$ cat config.mk
export PLATFORM = sky130hd
export DESIGN_NAME = strm_div
export DESIGN_NICKNAME = d
export VERILOG_FILES = /design/src/design/assert_macros.svh /design/src/design/strm_pkg.sv /design/src/design/strm_div.sv
export SDC_FILE = /design/constraint.sdc
export NUM_CORES = 1
export LEC_CHECK = 0
export ABC_AREA = 0
export BUFFER_PORTS_ARGS = -buffer_cell sky130_fd_sc_hd__buf_2
export CAP_MARGIN = 20
export CORE_UTILIZATION = 51
export DETAILED_ROUTE_END_ITERATION = 16
export GPL_TIMING_DRIVEN = 0
export PLACE_DENSITY = 0.78
export SETUP_SLACK_MARGIN = 0.15
export SLEW_MARGIN = 20
export SYNTH_ARGS = -nofsm -noshare
export SYNTH_HDL_FRONTEND = slang
export SYNTH_SLANG_ARGS = --single-unit
$ cat constraint.sdc
create_clock -name clk -period 2.7 [get_ports clk]
set_input_delay 0.54 -clock clk [delete_from_list [all_inputs] [get_ports clk]]
set_output_delay 0.54 -clock clk [all_outputs]
set_load 0.02 [all_outputs]
$ cat src/design/assert_macros.svh
// Assertion macros for the design files
`ifndef ASSERT_MACROS_SVH
`define ASSERT_MACROS_SVH
`ifndef SYNTHESIS
`define ASSERT_CLK(label, clk, rst_n, prop) \
  label: assert property (@(posedge clk) disable iff (!rst_n) prop) \
    else $error("assertion failed");
`define ASSERT_CLK_RST(label, clk, prop) \
  label: assert property (@(posedge clk) prop) else $error("assertion failed");
`else
`define ASSERT_CLK(label, clk, rst_n, prop)
`define ASSERT_CLK_RST(label, clk, prop)
`endif
`endif

$ cat src/design/strm_pkg.sv
// Shared types and constants of the traffic rate meter
package strm_pkg;
  localparam int unsigned DivW = 64;
  localparam int unsigned DtW = 48;
  localparam int unsigned CntW = 7;
  localparam logic [9:0] MsPerSec = 10'd1000;
  localparam logic [15:0] WindowReset = 16'd1000;

  typedef enum logic [2:0] {
    OP_INGRESS = 3'd0,
    OP_EGRESS  = 3'd1,
    OP_VIDEO   = 3'd2,
    OP_AUDIO   = 3'd3,
    OP_DROP    = 3'd4,
    OP_QUERY   = 3'd5,
    OP_CLEAR   = 3'd6,
    OP_NONE    = 3'd7
  } op_t;

  typedef struct packed {
    logic [2:0]  operation;
    logic [23:0] byte_count;
    logic [47:0] now_ms;
  } in_word_t;

  typedef struct packed {
    logic [63:0] ingress_total;
    logic [63:0] egress_total;
    logic [63:0] ingress_rate;
    logic [63:0] egress_rate;
    logic [31:0] video_rate;
    logic [31:0] audio_rate;
    logic [63:0] drop_total;
  } out_word_t;

  typedef struct packed {
    logic            start;
    logic [DivW-1:0] dividend;
    logic [DtW-1:0]  divisor;
  } div_req_t;

  typedef struct packed {
    logic            busy;
    logic            done;
    logic [DivW-1:0] quotient;
  } div_rsp_t;
endpackage

$ cat src/design/strm_div.sv
// Shared radix-2 restoring divider, one quotient bit per cycle
module strm_div (
  input  logic               clk,
  input  logic               rst_n,
  input  strm_pkg::div_req_t req,
  output strm_pkg::div_rsp_t rsp
);
  import strm_pkg::*;

  logic [DivW-1:0] quo_r, quo_nxt;
  logic [DtW:0]    rem_r, rem_nxt;
  logic [DtW-1:0]  dvs_r, dvs_nxt;
  logic [CntW-1:0] cnt_r, cnt_nxt;
  logic            busy_r, busy_nxt;
  logic            done_r, done_nxt;
  logic [DtW:0]    trial;

  always_comb begin
    quo_nxt  = quo_r;
    rem_nxt  = rem_r;
    dvs_nxt  = dvs_r;
    cnt_nxt  = cnt_r;
    busy_nxt = busy_r;
    done_nxt = 1'b0;
    trial    = {rem_r[DtW-1:0], quo_r[DivW-1]};
    if (req.start) begin
      quo_nxt  = req.dividend;
      rem_nxt  = '0;
      dvs_nxt  = req.divisor;
      cnt_nxt  = '0;
      busy_nxt = 1'b1;
    end else if (busy_r) begin
      // shift in next dividend bit, subtract when it fits
      if (trial >= {1'b0, dvs_r}) begin
        rem_nxt = trial - {1'b0, dvs_r};
        quo_nxt = {quo_r[DivW-2:0], 1'b1};
      end else begin
        rem_nxt = trial;
        quo_nxt = {quo_r[DivW-2:0], 1'b0};
      end
      cnt_nxt = cnt_r + 1'b1;
      if (cnt_r == CntW'(DivW - 1)) begin
        busy_nxt = 1'b0;
        done_nxt = 1'b1;
      end
    end
  end

  always_ff @(posedge clk) begin
    if (!rst_n) begin
      busy_r <= 1'b0;
      done_r <= 1'b0;
      cnt_r  <= '0;
    end else begin
      busy_r <= busy_nxt;
      done_r <= done_nxt;
      cnt_r  <= cnt_nxt;
    end
    quo_r <= quo_nxt;
    rem_r <= rem_nxt;
    dvs_r <= dvs_nxt;
  end

  assign rsp.busy     = busy_r;
  assign rsp.done     = done_r;
  assign rsp.quotient = quo_r;
endmodule

==> metrics, run 1 <==
multiplexer share of the synthesized area 8.325%; Area Overhead vs Synth 30.22%; CP startpoint kind flop; #FFs+latches synth 169; syn_nets 1118; dpl ws -745.9 ps; first-pass GRT wire length 41.68 mm; Avg WL per Cell 18.87 um; period utilisation layout 112.1%; PwrDens 589.1 mW/mm2; critical path class reg -> reg; Vias per Instance 5.823; Bufs and invs on worst path 3; Syn Area/Cell 10.36 um2; Site Rows 50; largest family of logic cells by synthesized area compound AO/OA/AOI/OAI gates; post-synthesis compound-gate area fraction 18.56%; M3 GR Usage 6.352%; max-cap violations 0; vias in the first global route 8258; Num CTS Buffers 17; nets 1367; depth of the CTS H-tree 4; CP arrival 3340 ps; Core Region 0.01883 mm2; min-delay worst type in -> reg; Final ANT Viol Nets 0; GR Overflow Total 0; Setup crit end kind flop; crit path max-delay cell type o311ai_4; VDD IR max 502.6 uV; Synth Warn # 0; initial DRC count 656; Fin. Hold Viols 0; Adder-Cell Fraction of Synth Area 6.412%; critical path, cell by cell inv_2 > ha_4 > nor2b_4 > o2111ai_4 > a21oi_4 > a21oi_4 > o21ai_4 > a21oi_4 > o311ai_4 > buf_4 > buf_8 > mux2i_1 > o2bb2ai_1; CP max stage delay 480 ps; clk_lat worst skew 440 ps; Max clock buf depth 2; XOR/XNOR Fraction of Synth Area 3.637%; filler instances 1372; CP most frequent cell a21oi_4; Area contributors post-synth edfxtp_1 34%, dfxtp_1 12%, mux2_2 7.4%; Initial Utilization 52.44%; GRT busiest layer met2; total track usage 27.13%; worst rel slew slack 46.63%; share of post-route cells with drive strength above 1 40.25%; # clock sinks 169; number of distinct library cells after synthesis 75; HPWL after DPL 18.97 mm; Post-synth EDFFs 112; Critical Path RT 3010 ps; fin. max-slew vios 0; unrepaired setup endpoints after global routing yes; ANT cells 0; Die Area 0.01992 mm2; Ports 181; Seq/Total Area, Yosys 45.62%; Static Leakage 5.534 nW; port bufs 180; setup TNS -12120 ps; GP Congestion 0.9283; DR pass1 iterations 8; GR Util met2 45.70%; worst setup margin -326.8 ps; area leader, netlist edfxtp_1; CTS tree done; DRC Markers 0; # setup viols final 49; Post-Syn Instances 953; met1 GRT Util 33.56%; CTS root buf clkbuf_16; Final min period 3027 ps; Top FF cell, synth edfxtp_1; crit-path leading delay family compound AO/OA/AOI/OAI gates; synthesized cell area 0.009874 mm2; Die Y 141.1 um; violated checks setup timing; largest net degree at the start of global routing 51; post-synth top area share 34.06%; achievable frequency 330.4 MHz; Worst Tran Pin Value 797.5 ps; skew final 11.44 ps; Post-Synth Simple-Gate Area 12.70%; Die X 141.1 um; CP max FO 10; drt total wl 27.83 mm; Reg clk slew, reported paths 70 ps; asr flop ratio synth 0%; total number of vias 8589; status complete, but fails checks; initial antenna violation count 0
placed cells by master, fill, tap and decap left out, types with 24 or more instances in the layout:
cell and n:
buf_2 189, xor2_1 24, dfxtp_1 57, nand2_2 26
inv_1 55, mux2_2 64, edfxtp_1 112, nor2_1 61
nand2_1 72, buf_4 39, a21o_1 33, ha_1 38
a21oi_1 52
report_power, final:
| group | total, mW | internal (mW) | switching [mW] |
|---|---|---|---|
| logic | 1.97 | 0.834 | 1.14 |
| registers | 3.13 | 3.00 | 0.129 |
| clock network | 2.47 | 1.34 | 1.13 |
| total | 7.58 | 5.18 | 2.40 |
flip-flops by register name, summed over array words and instances, names as in the netlist:
signal,cells
done_r,1
dvs_r,48
rem_r,48
busy_r,1
cnt_r,7
quo_r,64
cell families (layout without fill, tap and decap cells):
family / Yosys count / after routing
DFF: 169 / 169
buffers and inverters: 112 / 373
muxes: 74 / 74
xor gates and xnor gates: 41 / 41
AOI/OAI and AO/OA: 241 / 242
and+or+nand+nor: 266 / 266
adders and majority gates: 50 / 50
layer usage:
layer | vias to the layer above | wire (um) | share of wire [%]
met2 | 424 | 13260 | 48
met1 | 4038 | 11320 | 41
met5 | - | 0 | 0
met3 | 97 | 2198 | 7.9
li1 | 4030 | - | -
met4 | 0 | 1054 | 3.8
final timing paths:
| check | from | to | slack (ps) | depth (start not counted) |
|---|---|---|---|---|
| setup / recovery | dvs_r[1]$_DFFE_PP_ | rem_r[28]$_SDFFE_PP0P_ | -330 | 13 |
| hold / removal | req[8] | dvs_r[8]$_DFFE_PP_ | 270 | 1 |
| setup reg to reg | dvs_r[1]$_DFFE_PP_ | rem_r[28]$_SDFFE_PP0P_ | -330 | 13 |
| hold reg to reg | cnt_r[6]$_SDFFE_PP0P_ | cnt_r[6]$_SDFFE_PP0P_ | 490 | 2 |
repair_timing:
item                                    CTS  global route
cloned                                    2             3
buffers inserted                         21            22
pin swaps                                26            42
resized for setup                        57            79
hold buffers                              0             0
endpoints found under the setup margin   49            55
final cells by class:
cell class / instances / area [um2] / share of cell area, %
flip-flops and latches: 169 / 4504 / 35.03
multi-input cells: 673 / 5483 / 42.64
inverters: 59 / 225.2 / 1.751
clock inverters: 13 / 153.9 / 1.197
clock buffers: 19 / 442.9 / 3.445
well taps: 260 / 325.3 / 2.530
repair buffers: 229 / 1385 / 10.77
plain buffers: 53 / 339.1 / 2.637
synthesized netlist by cell type, drive strengths merged, types with 6 or more instances:
library cell and number:
xnor2 17, a311oi 28, o21a 6, o31ai 7, mux2 65, a21o 33, ha 49, dfxtp 57
nand2b 12, xor2 24, nand4 16, a21oi 64, and3 15, edfxtp 112, clkbuf 32, a211oi 8
nand2 102, inv 59, mux2i 9, nor2 65, nand3 18, o21ai 38, nor2b 9, a31oi 9
buf 21
through the flow:
| step | area (um2) | hold WS [ps] | std cells | utilization, % | power [mW] |
|---|---|---|---|---|---|
| 2_1_floorplan | 10060 | 452.5 | 953 | - | 4.330 |
| 3_3_place_gp | 11280 | 464.0 | 1393 | 59.93 | 4.788 |
| 3_5_place_dp | 11330 | 477.4 | 1395 | 60.15 | 4.824 |
| 4_1_cts | 12330 | 254.6 | 1450 | 65.48 | 7.410 |
| 5_1_grt | 12860 | 251.9 | 1475 | 68.29 | 7.866 |
| 6_report | 12860 | 269.9 | 1475 | 68.29 | 7.575 |
Power figures use the tool's default switching activity.
==> run 2: changes to the inputs <==
--- a/config.mk
+++ b/config.mk
@@ -17,3 +17,4 @@
 export SYNTH_ARGS = -nofsm -noshare
 export SYNTH_HDL_FRONTEND = slang
 export SYNTH_SLANG_ARGS = --single-unit
+export TNS_END_PERCENT = 10
==> metrics, run 2 (synthesized netlist as in run 1, its figures left out) <==
initial DRC count 702 (was 656); ANT cells 0 (unchanged); most common cell after layout, fill and taps aside buf_2 (unchanged); Worst Tran Pin Value 981.7 ps (was 797.5 ps); total track usage 27.11% (was 27.13%); Num CTS Buffers 17 (unchanged); Comb power frac 24.9% (was 26.0%); Setup crit end kind flop (unchanged); Max clock buf depth 2 (unchanged); Core Region 0.01883 mm2 (unchanged); CP max FO 10 (unchanged); Layout Cells excl Fill 1449 (was 1475); Die X 141.1 um (unchanged); largest register by flop count quo_r (unchanged); Fin. Hold Viols 0 (unchanged); port bufs 180 (unchanged); critical path class reg -> reg (unchanged); GP Congestion 0.9335 (was 0.9283); largest net degree at the start of global routing 51 (unchanged); Final ANT Viol Nets 0 (unchanged); max-cap violations 0 (unchanged); Die Y 141.1 um (unchanged); post-layout util 65.82% (was 68.29%); Placed Area 0.01125 mm2 (was 0.01133 mm2); sequential cell fraction of total power 42.4% (was 41.4%); Site Rows 50 (unchanged); period utilisation layout 108.2% (was 112.1%); CP arrival 3110 ps (was 3340 ps); GR Overflow Total 0 (unchanged); CTS tree done (unchanged); min-delay worst type in -> reg (unchanged); # setup viols final 49 (unchanged); WHS 276.2 ps (was 269.9 ps); vias in the first global route 8414 (was 8258); first-pass GRT wire length 42.11 mm (was 41.68 mm); # clock sinks 169 (unchanged); Die Area 0.01992 mm2 (unchanged); HPWL after DPL 18.94 mm (was 18.97 mm); unrepaired setup endpoints after global routing yes (unchanged); Top Registers quo_r (64), dvs_r (48), rem_r (48) (unchanged); Avg WL per Cell 18.53 um (was 18.87 um); Vias per Instance 5.786 (was 5.823); Worst Hold Launch req[3] (was req[8]); R2R Path Start dvs_r[16]$_DFFE_PP_ (was dvs_r[1]$_DFFE_PP_); VDD IR max 426.7 uV (was 502.6 uV); depth of the CTS H-tree 4 (unchanged); Clock power frac 32.6% (about the same); CP startpoint kind flop (unchanged); Initial Utilization 52.44% (unchanged); worst rel slew slack 34.31% (was 46.63%); fin. max-slew vios 0 (unchanged); Reg clk slew, reported paths 70 ps (about the same); Static Leakage 5.299 nW (was 5.534 nW); Pint 4.993 mW (was 5.177 mW); CTS root buf clkbuf_16 (unchanged); skew final 11.75 ps (was 11.44 ps); Ports 181 (unchanged); drt total wl 26.86 mm (was 27.83 mm); clk_lat worst skew 430 ps (was 440 ps); switching power 2.378 mW (was 2.398 mW); initial antenna violation count 0 (unchanged); Final min period 2920 ps (was 3027 ps); status complete, but fails checks (unchanged); Critical Path Source dvs_r[16]$_DFFE_PP_ (was dvs_r[1]$_DFFE_PP_); violated checks setup timing (unchanged); PwrDens 594.7 mW/mm2 (was 589.1 mW/mm2); Critical Path RT 2890 ps (was 3010 ps); share of post-route cells with drive strength above 1 36.16% (was 40.25%); total power 7.371 mW (was 7.575 mW); total number of vias 8384 (was 8589); Net Sw Frac 32.26% (was 31.66%); nets 1341 (was 1367); DR pass1 iterations 8 (unchanged); dpl cells 1394 (was 1395); final design area excluding fillers 0.01239 mm2 (was 0.01286 mm2); max FFs per register 64 (unchanged); achievable frequency 342.4 MHz (was 330.4 MHz); Area Overhead vs Synth 25.52% (was 30.22%); worst setup margin -220.4 ps (was -326.8 ps); most frequent cells in the layout 189 x buf_2, 112 x edfxtp_1, 91 x nand2_1, 64 x mux2_2, 62 x nor2_1 (was 189 x buf_2, 112 x edfxtp_1, 72 x nand2_1, 64 x mux2_2, 61 x nor2_1); DRC Markers 0 (unchanged)
run 2: worst paths after layout:
path | end | slack (ps) | depth (start not counted)
setup / recovery | quo_r[0]$_DFFE_PP_ | -220 | 11
hold reg to reg | cnt_r[6]$_SDFFE_PP0P_ | 490 | 2
setup reg to reg | quo_r[0]$_DFFE_PP_ | -220 | 11
hold / removal | dvs_r[3]$_DFFE_PP_ | 280 | 1
run 2: repair_timing:
item,4_1_cts,5_1_grt
buffers inserted,20,1
resized for setup,62,33
pin swaps,27,14
hold buffers,0,0
gates cloned,2,0
setup endpoints to repair,176,87
run 2: cell type report:
| type | count | area (um2) |
|---|---|---|
| inverter | 59 | 224.0 |
| clock inverter | 15 | 156.4 |
| tap | 260 | 325.3 |
| multi-input combinational | 672 | 5328 |
| buffer | 53 | 307.8 |
| clock buffer | 17 | 425.4 |
| timing repair buffer | 204 | 1124 |
| fill | 1438 | 6436 |
| sequential | 169 | 4504 |
run 2: worst max-delay path, stage by stage, from the launching register on:
cell and delay, ps:
edfxtp_1 390, inv_2 80, ha_4 220, a21oi_4 170
o21ai_2 80, a221o_1 330, a221oi_2 320, o21ai_4 120
a21oi_4 260, o311ai_4 180, buf_6 240, mux2_4 270
run 2: layer usage:
| layer | vias up | track usage [%] | share of wire (%) |
|---|---|---|---|
| li1 | 3961 | - | - |
| met1 | 3995 | 33.69 | 41 |
| met2 | 368 | 45.49 | 48 |
| met3 | 60 | 5.944 | 8.0 |
| met4 | 0 | 11.44 | 2.7 |
| met5 | - | 0 | 0 |
run 2: per-stage QoR:
| stage | TNS [ps] | setup WS, ps |
|---|---|---|
| finish | -7518 | -220.4 |
| global route | -14670 | -366.4 |
| CTS | -8114 | -228.1 |
| detailed placement | -109690 | -888.5 |
| global placement | -177560 | -1934 |
| floorplan | -5.197 | -5.197 |
run 2: power groups by stage:
stage / sequential, mW / clock [mW] / combinational [mW]
after floorplan: 3.28 / 0 / 1.04
after global placement: 3.18 / 0 / 1.59
after detailed placement: 3.18 / 0 / 1.63
after CTS: 3.13 / 2.45 / 1.76
after global routing: 3.15 / 2.54 / 1.98
final: 3.13 / 2.41 / 1.84
